`src/hdl/eplm_pkg.sv`:
```
// Shared types and codes for the echo probe link monitor.
package eplm_pkg;

	typedef enum logic [1:0] {
		OP_TICK  = 2'd0,
		OP_REPLY = 2'd1,
		OP_POLL  = 2'd2,
		OP_CLEAR = 2'd3
	} op_e;

	typedef enum logic [1:0] {
		ST_WAIT       = 2'd0,
		ST_FAILED     = 2'd1,
		ST_SUCCEEDED  = 2'd2,
		ST_NO_NETWORK = 2'd3
	} status_e;

	typedef enum logic [1:0] {
		PH_SEND  = 2'd0,
		PH_AWAIT = 2'd1,
		PH_DELAY = 2'd2
	} phase_e;

	typedef enum logic [1:0] {
		REG_REPLY_TIMEOUT  = 2'd0,
		REG_RETRY_DELAY    = 2'd1,
		REG_SUCCESS_STREAK = 2'd2,
		REG_FAILURE_STREAK = 2'd3
	} reg_index_e;

	localparam int unsigned CFG_DATA_W = 16;
	localparam logic [3:0]  COUNT_MAX  = 4'd15;

	typedef struct packed {
		logic [1:0]  operation;
		logic        link_up;
		logic [31:0] target_address;
	} probe_t;

	typedef struct packed {
		logic [1:0]  status;
		logic        send_request;
		logic [31:0] send_address;
		logic [15:0] reported_latency;
	} report_t;

	typedef struct packed {
		logic [15:0] reply_timeout;
		logic [15:0] retry_delay;
		logic [3:0]  success_streak;
		logic [3:0]  failure_streak;
	} cfg_t;

	// Monitor state apart from the countdown, whose width is a parameter.
	typedef struct packed {
		phase_e      phase;
		logic        expired;
		logic [3:0]  success_count;
		logic [3:0]  failure_count;
		logic        reply_pending;
		logic [15:0] last_latency;
		logic [15:0] max_latency;
	} mon_state_t;

endpackage

```
`src/hdl/eplm_cfg.sv`:
```
// Configuration register file of the echo probe link monitor.
module eplm_cfg (
	input  logic                            clk,
	input  logic                            arst_n,
	input  logic                            cfg_write,
	input  logic [1:0]                      cfg_index,
	input  logic [eplm_pkg::CFG_DATA_W-1:0] cfg_data,
	output eplm_pkg::cfg_t                  cfg
);

	eplm_pkg::cfg_t cfg_q;

	always_ff @(posedge clk or negedge arst_n) begin
		if (!arst_n) begin
			cfg_q.reply_timeout  <= 16'd1000;
			cfg_q.retry_delay    <= 16'd1000;
			cfg_q.success_streak <= 4'd4;
			cfg_q.failure_streak <= 4'd4;
		end else if (cfg_write) begin
			case (eplm_pkg::reg_index_e'(cfg_index))
				eplm_pkg::REG_REPLY_TIMEOUT: begin
					cfg_q.reply_timeout <= cfg_data[15:0];
				end
				eplm_pkg::REG_RETRY_DELAY: begin
					cfg_q.retry_delay <= cfg_data[15:0];
				end
				eplm_pkg::REG_SUCCESS_STREAK: begin
					cfg_q.success_streak <= cfg_data[3:0];
				end
				eplm_pkg::REG_FAILURE_STREAK: begin
					cfg_q.failure_streak <= cfg_data[3:0];
				end
				default: begin
				end
			endcase
		end
	end

	assign cfg = cfg_q;

endmodule

```
`src/hdl/eplm_step.sv`:
```
// Next-state and report logic for one monitor request.
module eplm_step #(
	parameter int unsigned TIMER_BITS = 16
) (
	input  eplm_pkg::cfg_t         cfg,
	input  eplm_pkg::probe_t       probe,
	input  eplm_pkg::mon_state_t   st,
	input  logic [TIMER_BITS-1:0]  countdown,
	output eplm_pkg::mon_state_t   st_nxt,
	output logic [TIMER_BITS-1:0]  countdown_nxt,
	output eplm_pkg::report_t      report
);

	always_comb begin
		eplm_pkg::mon_state_t   s;
		logic [TIMER_BITS-1:0]  cd;
		eplm_pkg::report_t      r;

		s  = st;
		cd = countdown;
		r  = '0;
		r.status = eplm_pkg::ST_WAIT;

		case (eplm_pkg::op_e'(probe.operation))
			eplm_pkg::OP_TICK: begin
				if (cd != '0) begin
					cd = cd - TIMER_BITS'(1);
					if (cd == '0) begin
						s.expired = 1'b1;
					end
				end
			end
			eplm_pkg::OP_REPLY: begin
				s.last_latency  = cfg.reply_timeout - 16'(cd);
				s.reply_pending = 1'b1;
			end
			eplm_pkg::OP_POLL: begin
				if (!probe.link_up) begin
					r.status = eplm_pkg::ST_NO_NETWORK;
				end else begin
					case (s.phase)
						eplm_pkg::PH_SEND: begin
							r.send_request = 1'b1;
							r.send_address = probe.target_address;
							s.phase        = eplm_pkg::PH_AWAIT;
							cd             = TIMER_BITS'(cfg.reply_timeout);
							s.expired      = 1'b0;
						end
						eplm_pkg::PH_AWAIT: begin
							if (s.expired) begin
								cd              = TIMER_BITS'(cfg.retry_delay);
								s.expired       = 1'b0;
								s.phase         = eplm_pkg::PH_DELAY;
								s.success_count = '0;
								if (s.failure_count != eplm_pkg::COUNT_MAX) begin
									s.failure_count = s.failure_count + 4'd1;
								end
								s.max_latency  = '0;
								s.last_latency = '0;
							end
							if (s.reply_pending) begin
								if (s.success_count == '0 ||
								    s.last_latency >= s.max_latency) begin
									s.max_latency = s.last_latency;
								end
								cd              = TIMER_BITS'(cfg.retry_delay);
								s.expired       = 1'b0;
								s.phase         = eplm_pkg::PH_DELAY;
								s.failure_count = '0;
								s.reply_pending = 1'b0;
								if (s.success_count != eplm_pkg::COUNT_MAX) begin
									s.success_count = s.success_count + 4'd1;
								end
							end
						end
						eplm_pkg::PH_DELAY: begin
							if (s.expired) begin
								s.expired = 1'b0;
								s.phase   = eplm_pkg::PH_SEND;
							end
						end
						default: begin
						end
					endcase
					if (s.failure_count >= cfg.failure_streak) begin
						s.failure_count = '0;
						s.success_count = '0;
						r.status        = eplm_pkg::ST_FAILED;
					end
					// success check wins over failure
					if (s.success_count >= cfg.success_streak) begin
						s.failure_count = '0;
						s.success_count = '0;
						r.status        = eplm_pkg::ST_SUCCEEDED;
					end
				end
			end
			eplm_pkg::OP_CLEAR: begin
				s.phase         = eplm_pkg::PH_SEND;
				s.success_count = '0;
				s.failure_count = '0;
				cd              = '0;
				s.expired       = 1'b0;
			end
			default: begin
			end
		endcase

		r.reported_latency = s.max_latency;
		st_nxt        = s;
		countdown_nxt = cd;
		report        = r;
	end

endmodule

```
`src/hdl/echo_probe_link_monitor_core.sv`:
```
// Top level of the echo probe link monitor: state, result register and checks.
//
//  channel  dir  handshake                  payload
//  probe    in   probe_valid / probe_ready  eplm_pkg::probe_t
//  report   out  report_valid / report_ready eplm_pkg::report_t
//  cfg      in   cfg_write                  cfg_index, cfg_data
//
// One request per cycle while probe_ready is high; its report appears in the result
// register the cycle after acceptance.
// State updates in the same edge that accepts the request.
// probe_ready is low only while a report is held and report_ready is low.
// arst_n clears state and configuration to reset values; no clearing pass.
module echo_probe_link_monitor_core #(
	parameter int unsigned TIMER_BITS = 16
) (
	input  logic                            clk,
	input  logic                            arst_n,
	input  logic                            probe_valid,
	output logic                            probe_ready,
	input  eplm_pkg::probe_t                probe,
	output logic                            report_valid,
	input  logic                            report_ready,
	output eplm_pkg::report_t               report,
	input  logic                            cfg_write,
	input  logic [1:0]                      cfg_index,
	input  logic [eplm_pkg::CFG_DATA_W-1:0] cfg_data
);

	eplm_pkg::cfg_t        cfg;
	eplm_pkg::mon_state_t  st_q;
	eplm_pkg::mon_state_t  st_nxt;
	logic [TIMER_BITS-1:0] countdown_q;
	logic [TIMER_BITS-1:0] countdown_nxt;
	eplm_pkg::report_t     report_nxt;
	eplm_pkg::report_t     report_s1;
	logic                  report_valid_s1;
	logic                  accept;

	eplm_cfg u_cfg (
		.clk       (clk),
		.arst_n    (arst_n),
		.cfg_write (cfg_write),
		.cfg_index (cfg_index),
		.cfg_data  (cfg_data),
		.cfg       (cfg)
	);

	eplm_step #(
		.TIMER_BITS (TIMER_BITS)
	) u_step (
		.cfg           (cfg),
		.probe         (probe),
		.st            (st_q),
		.countdown     (countdown_q),
		.st_nxt        (st_nxt),
		.countdown_nxt (countdown_nxt),
		.report        (report_nxt)
	);

	assign probe_ready = !report_valid_s1 || report_ready;
	assign accept      = probe_valid && probe_ready;

	always_ff @(posedge clk or negedge arst_n) begin
		if (!arst_n) begin
			st_q.phase         <= eplm_pkg::PH_SEND;
			st_q.expired       <= 1'b0;
			st_q.success_count <= '0;
			st_q.failure_count <= '0;
			st_q.reply_pending <= 1'b0;
			st_q.last_latency  <= '0;
			st_q.max_latency   <= '0;
			countdown_q        <= '0;
		end else if (accept) begin
			st_q        <= st_nxt;
			countdown_q <= countdown_nxt;
		end
	end

	always_ff @(posedge clk or negedge arst_n) begin
		if (!arst_n) begin
			report_valid_s1 <= 1'b0;
		end else if (probe_ready) begin
			report_valid_s1 <= probe_valid;
		end
	end

	always_ff @(posedge clk) begin
		if (accept) begin
			report_s1 <= report_nxt;
		end
	end

	assign report_valid = report_valid_s1;
	assign report       = report_s1;

`ifndef SYNTHESIS
	a_report_follows: assert property (@(posedge clk) disable iff (!arst_n)
		accept |=> report_valid)
		else $error("accepted request gave no report");

	a_ready_when_empty: assert property (@(posedge clk) disable iff (!arst_n)
		!report_valid |-> probe_ready)
		else $error("request stalled with empty result register");

	a_expired_at_zero: assert property (@(posedge clk) disable iff (!arst_n)
		st_q.expired |-> (countdown_q == '0))
		else $error("expired flag set with timer running");

	a_one_streak: assert property (@(posedge clk) disable iff (!arst_n)
		!((st_q.success_count != '0) && (st_q.failure_count != '0)))
		else $error("success and failure streaks both running");
`endif

endmodule
```
`config.mk`:
```
export PLATFORM = sky130hd
export DESIGN_NAME = echo_probe_link_monitor_core
export DESIGN_NICKNAME = d
export VERILOG_FILES = /design/src/hdl/eplm_pkg.sv /design/src/hdl/eplm_cfg.sv /design/src/hdl/eplm_step.sv /design/src/hdl/echo_probe_link_monitor_core.sv
export SDC_FILE = /design/constraint.sdc
export NUM_CORES = 1
export LEC_CHECK = 0
export BUFFER_PORTS_ARGS = -buffer_cell sky130_fd_sc_hd__buf_2
export CAP_MARGIN = 15
export CORE_AREA = 2 2 177 179
export CTS_CLUSTER_SIZE = 25
export DETAILED_ROUTE_END_ITERATION = 6
export DIE_AREA = 0 0 179 181
export PLACE_DENSITY = 0.55
export SYNTH_ARGS = -nofsm -noshare
export SYNTH_HDL_FRONTEND = slang
export SYNTH_SLANG_ARGS = --single-unit
```
`constraint.sdc`:
```
create_clock -name clk -period 11.14 [get_ports clk]
set_input_delay 1.671 -clock clk [delete_from_list [all_inputs] [get_ports clk]]
set_output_delay 1.671 -clock clk [all_outputs]
set_load 0.02 [all_outputs]
```
==> results by stage <==
Outcome:
- The flow ran to the end, and the final reports show no timing, DRC or antenna violations.

Cells and area:
- Leaving out fill and tap cells, the most frequent cell in the layout is buf_2.
- The area of all placed cells without fillers is ~10000 µm².
- The net count of the finished layout is approximately 1.1k.
- In the layout the commonest cells are buf_2 (109), a21oi_1 (89), dfrtp_1 (87).
- The number of antenna diodes in the final layout is 0.
- In the final layout, the share of cells above drive strength 1 is 0.215.
- Counting the fill cells in the layout gives between 3k and 4k.
- The layout-stage area growth over the synthesis result is 18.0%.

Yosys:
- By area the synthesized netlist is led by dfrtp_1 (25%), edfxtp_1 (18%), ha_1 (6.7%).
- Each instance of the synthesized netlist takes up on average around 9.7 µm².
- The synthesized design contains 152 register bits.
- Of all flip-flops after synthesis, the portion carrying an async set or reset was 0.664.
- The cell count after synthesis came out at between 800 and 900.
- Yosys mapped the design onto 62 distinct sky130hd cell types.
- When the netlist entered floorplanning its net count stood at about 1k.
- The count of flip-flops with a built-in enable after synthesis is 51.
- Yosys printed 0 warnings.
- The synthesized cell area is between 8000 and 9000 µm².
- In the synthesized netlist the dominant register cell turns out to be dfrtp_1.
- The fraction of post-synthesis cell area in the top cell type by area is 0.249.
- The sequential-to-total area share from yosys stat is 0.467.
- Of all cell types, the one taking the most synthesized area is dfrtp_1.

Route:
- The routed wire length is ~22000 µm.
- The sum of routed wire segments on met1 is ~11000 µm.
- Before antenna repair, the detailed router went through 5 iterations.
- The routed design uses approximately 10000 µm of met2 wire.
- The met3 layer wire length in the routed design is ~1100 µm.
- The count of nets left with antenna violations after detail routing is 0.
- Using the TritonRoute via totals, the vias-per-cell ratio works out to 5.06.
- The detailed router placed ~7.1k vias in this run.
- The top layer used by detailed routing is met4.
- The violation count after the first detailed-route iteration is between 500 and 600.
- After detailed routing, the number of remaining DRC violations is 0.
- Dividing the detail-routed wire length by the instance count gives 15.7 µm.

Pwr:
- The combinational power share is 0.360.
- The share of total power dissipated in the clock network is 0.281.
- The leakage component of the power is approximately 4.3 nW.
- Internal power comes to ~1.3 mW.
- The power density over the cells is approximately 210 nW/µm².
- IR analysis of the VDD net gives a maximum drop of 102 µV.
- Overall power consumption after layout is estimated at 2.17 mW.
- For this design the total switching power over the nets is 0.836 mW.
- Of the total power, the share spent switching nets is 0.386.
- The proportion of power drawn by flip-flops and latches is 0.360.

Die:
- The core outline area is roughly 30000 µm².
- The cell row count is 64.
- The area of the die is about 32000 µm².
- around 110 I/O pins were placed.
- The die extent in x is ~180 µm.
- The die is around 180 µm tall.
- The initial standard-cell utilization of the core is 0.288.

Clocking:
- The number of buffers added for setup after CTS is 0.
- The cell sitting at the root of the clock tree is a clkbuf_16.
- The number of buffers inserted for hold repair after clock tree synthesis is 0.
- Counting every sink on the clock net gives ~150.
- The maximum buffer depth of the clock tree is 2.
- The TritonCTS clock tree is yes.
- The number of buffers added by the clock tree synthesis step is 17.
- The clock latency on the worst-skew pair is roughly 0.44 ns.
- The H-tree generated during clock tree synthesis spans 4 levels.
- After clock tree synthesis, the repair step resized 0 gates.
- After clock tree synthesis, the clock-pin slew on the worst setup and hold paths is approximately 0.08 ns.

STA:
- The post-layout minimum cycle time is 4.35 ns.
- The number of pins with negative max-slew slack in the final report is 0.
- After layout, the worst setup slack is 6.79 ns.
- The maximum clock frequency is 230 MHz.
- Adding up every negative setup slack in the final design gives 0 ns.
- Setup repair after global routing left no endpoint under its margin.
- Setup violations remaining at the end of the flow were counted as 0.
- The slew at the pin closest to its max-slew limit is around 1.1 ns.
- The worst pin sits at a relative slew slack of 0.245.
- The worst clock skew is around 0.022 ns.
- In the finished design, the share of the clock period the worst path needs comes to 0.391.
- The total count of hold-check failures in the final report is 0.
- Across all hold checks on the routed design, the worst slack comes to 0.489 ns.

Setup path:
- The startpoint-to-endpoint class of the critical path is flip-flop to flip-flop.
- The required arrival time at the worst endpoint is ~12 ns.
- The setup slack of the worst register-to-register path is roughly 6.8 ns.
- In this run the worst path has a maximum fanout of 6.
- The data arrival time of the critical path is about 4.7 ns.
- The startpoint kind of the worst setup timing path is a flip-flop.
- The worst setup path is captured at a flip-flop.

Placement:
- Summing all placed instances gives a cell area of between 9000 and 10000 µm².
- OpenSTA, run right after detailed placement, puts the worst setup slack at approximately 6.7 ns.
- Once detailed placement completed, the half-perimeter wirelength came to ~16000 µm.
- The count of input and output buffers is between 100 and 150.
- Routability-driven placement finished with a final weighted congestion of 0.833.

Global route:
- The initial antenna violation count is 0.
- The pin count of the biggest net entering global routing is between 60 and 70.
- Summed over all layers, the global routing overflow is 0.
- The first global-routing pass estimated between 30000 and 40000 µm of wire.
- The via count of the first global-routing pass is between 6k and 7k.
- In the global route stage, overall resource usage came out at 0.139.

Min path:
- The path category of the worst min-delay check is flip-flop to flip-flop.

Flow run:
- Across the run, the number of max-cap violations was 0.
## registers in the layout, indices dropped and copies added (netlist names)
name / flops
report_valid: 1
countdown_q: 16
st_q: 44
u_cfg.cfg: 40
report: 51
## final cells by class
| type | count | area (µm²) | area share |
|---|---|---|---|
| Clock inverter | 15 | 195 | 0.0189 |
| Clock buffer | 17 | 425 | 0.0413 |
| Multi-Input combinational cell | 671 | 4380 | 0.425 |
| Timing Repair Buffer | 119 | 621 | 0.0602 |
| Sequential cell | 152 | 4080 | 0.396 |
| Inverter | 31 | 116 | 0.0113 |
| Tap cell | 396 | 495 | 0.0481 |
## synthesized netlist by cell type (5+ instances only)
cell type,n
xnor2_1,5
o21ai_0,54
nand4_1,7
o211ai_1,6
nor2_1,53
a21o_1,8
nor3_1,12
xor2_1,6
clkbuf_1,36
or3_1,37
o31ai_1,5
ha_1,47
nand3_1,60
a22o_1,9
inv_1,30
nor4_1,6
a31oi_1,6
edfxtp_1,51
dfrtp_1,87
mux2i_1,17
dfstp_2,14
mux2_2,42
nor2b_1,23
and2_1,37
nand2b_1,15
a21oi_1,89
nand2_1,79
## cell families (layout without fill, tap and decap cells)
family                     Yosys count  in the layout  synth area share
AOI/OAI and AO/OA                  207            207             0.142
xor gates and xnor gates            11             11            0.0110
adders and majority gates           48             48            0.0696
buffers and inverters               75            182            0.0337
DFF                                152            152             0.467
muxes                               59             59            0.0736
and+or+nand+nor                    346            346             0.203
## worst max-delay path, stage by stage, from the launching register on
cell,delay [ns]
dfrtp_1,0.43
ha_1,0.26
nand3_1,0.10
nand3_1,0.13
xor2_1,0.17
a21oi_1,0.20
inv_1,0.08
ha_1,0.26
nand2b_1,0.14
a21o_1,0.17
a21o_1,0.16
a21o_1,0.25
a21o_1,0.20
ha_1,0.26
nand2b_1,0.13
a21oi_1,0.18
o211ai_1,0.19
nor3_1,0.38
nor2b_1,0.41
a22o_1,0.19
## power by group through the flow
stage	clock network (mW)	logic, mW	registers (mW)
finish	0.609	0.780	0.780
global route	0.648	0.890	0.794
CTS	0.626	0.782	0.779
detailed placement	0	0.778	0.790
global placement	0	0.770	0.786
floorplan	0	0.579	0.777
## metrics by stage
stage | utilization | cells
5_1_grt | 0.340 | 1401
3_3_place_gp | 0.319 | 1369
6_report | 0.340 | 1401
3_5_place_dp | 0.319 | 1369
2_1_floorplan | - | 898
4_1_cts | 0.340 | 1401
## path summary, 6_finish.rpt
path	end	cells past startpoint	from
setup / recovery	st_q[33]	19	st_q[33]
hold / removal	st_q[23]	2	st_q[23]
setup reg to reg	st_q[33]	19	st_q[33]
hold reg to reg	st_q[23]	2	st_q[23]
max in group asynchronous	countdown_q[2]	2	arst_n
min in group asynchronous	report_valid	1	arst_n
## per-layer routing
metal	up-vias	track usage
li1	3454	-
met5	-	0
met2	198	0.212
met4	0	0.0319
met1	3424	0.202
met3	13	0.0263
Note: power is estimated with default switching activity, not from simulation.
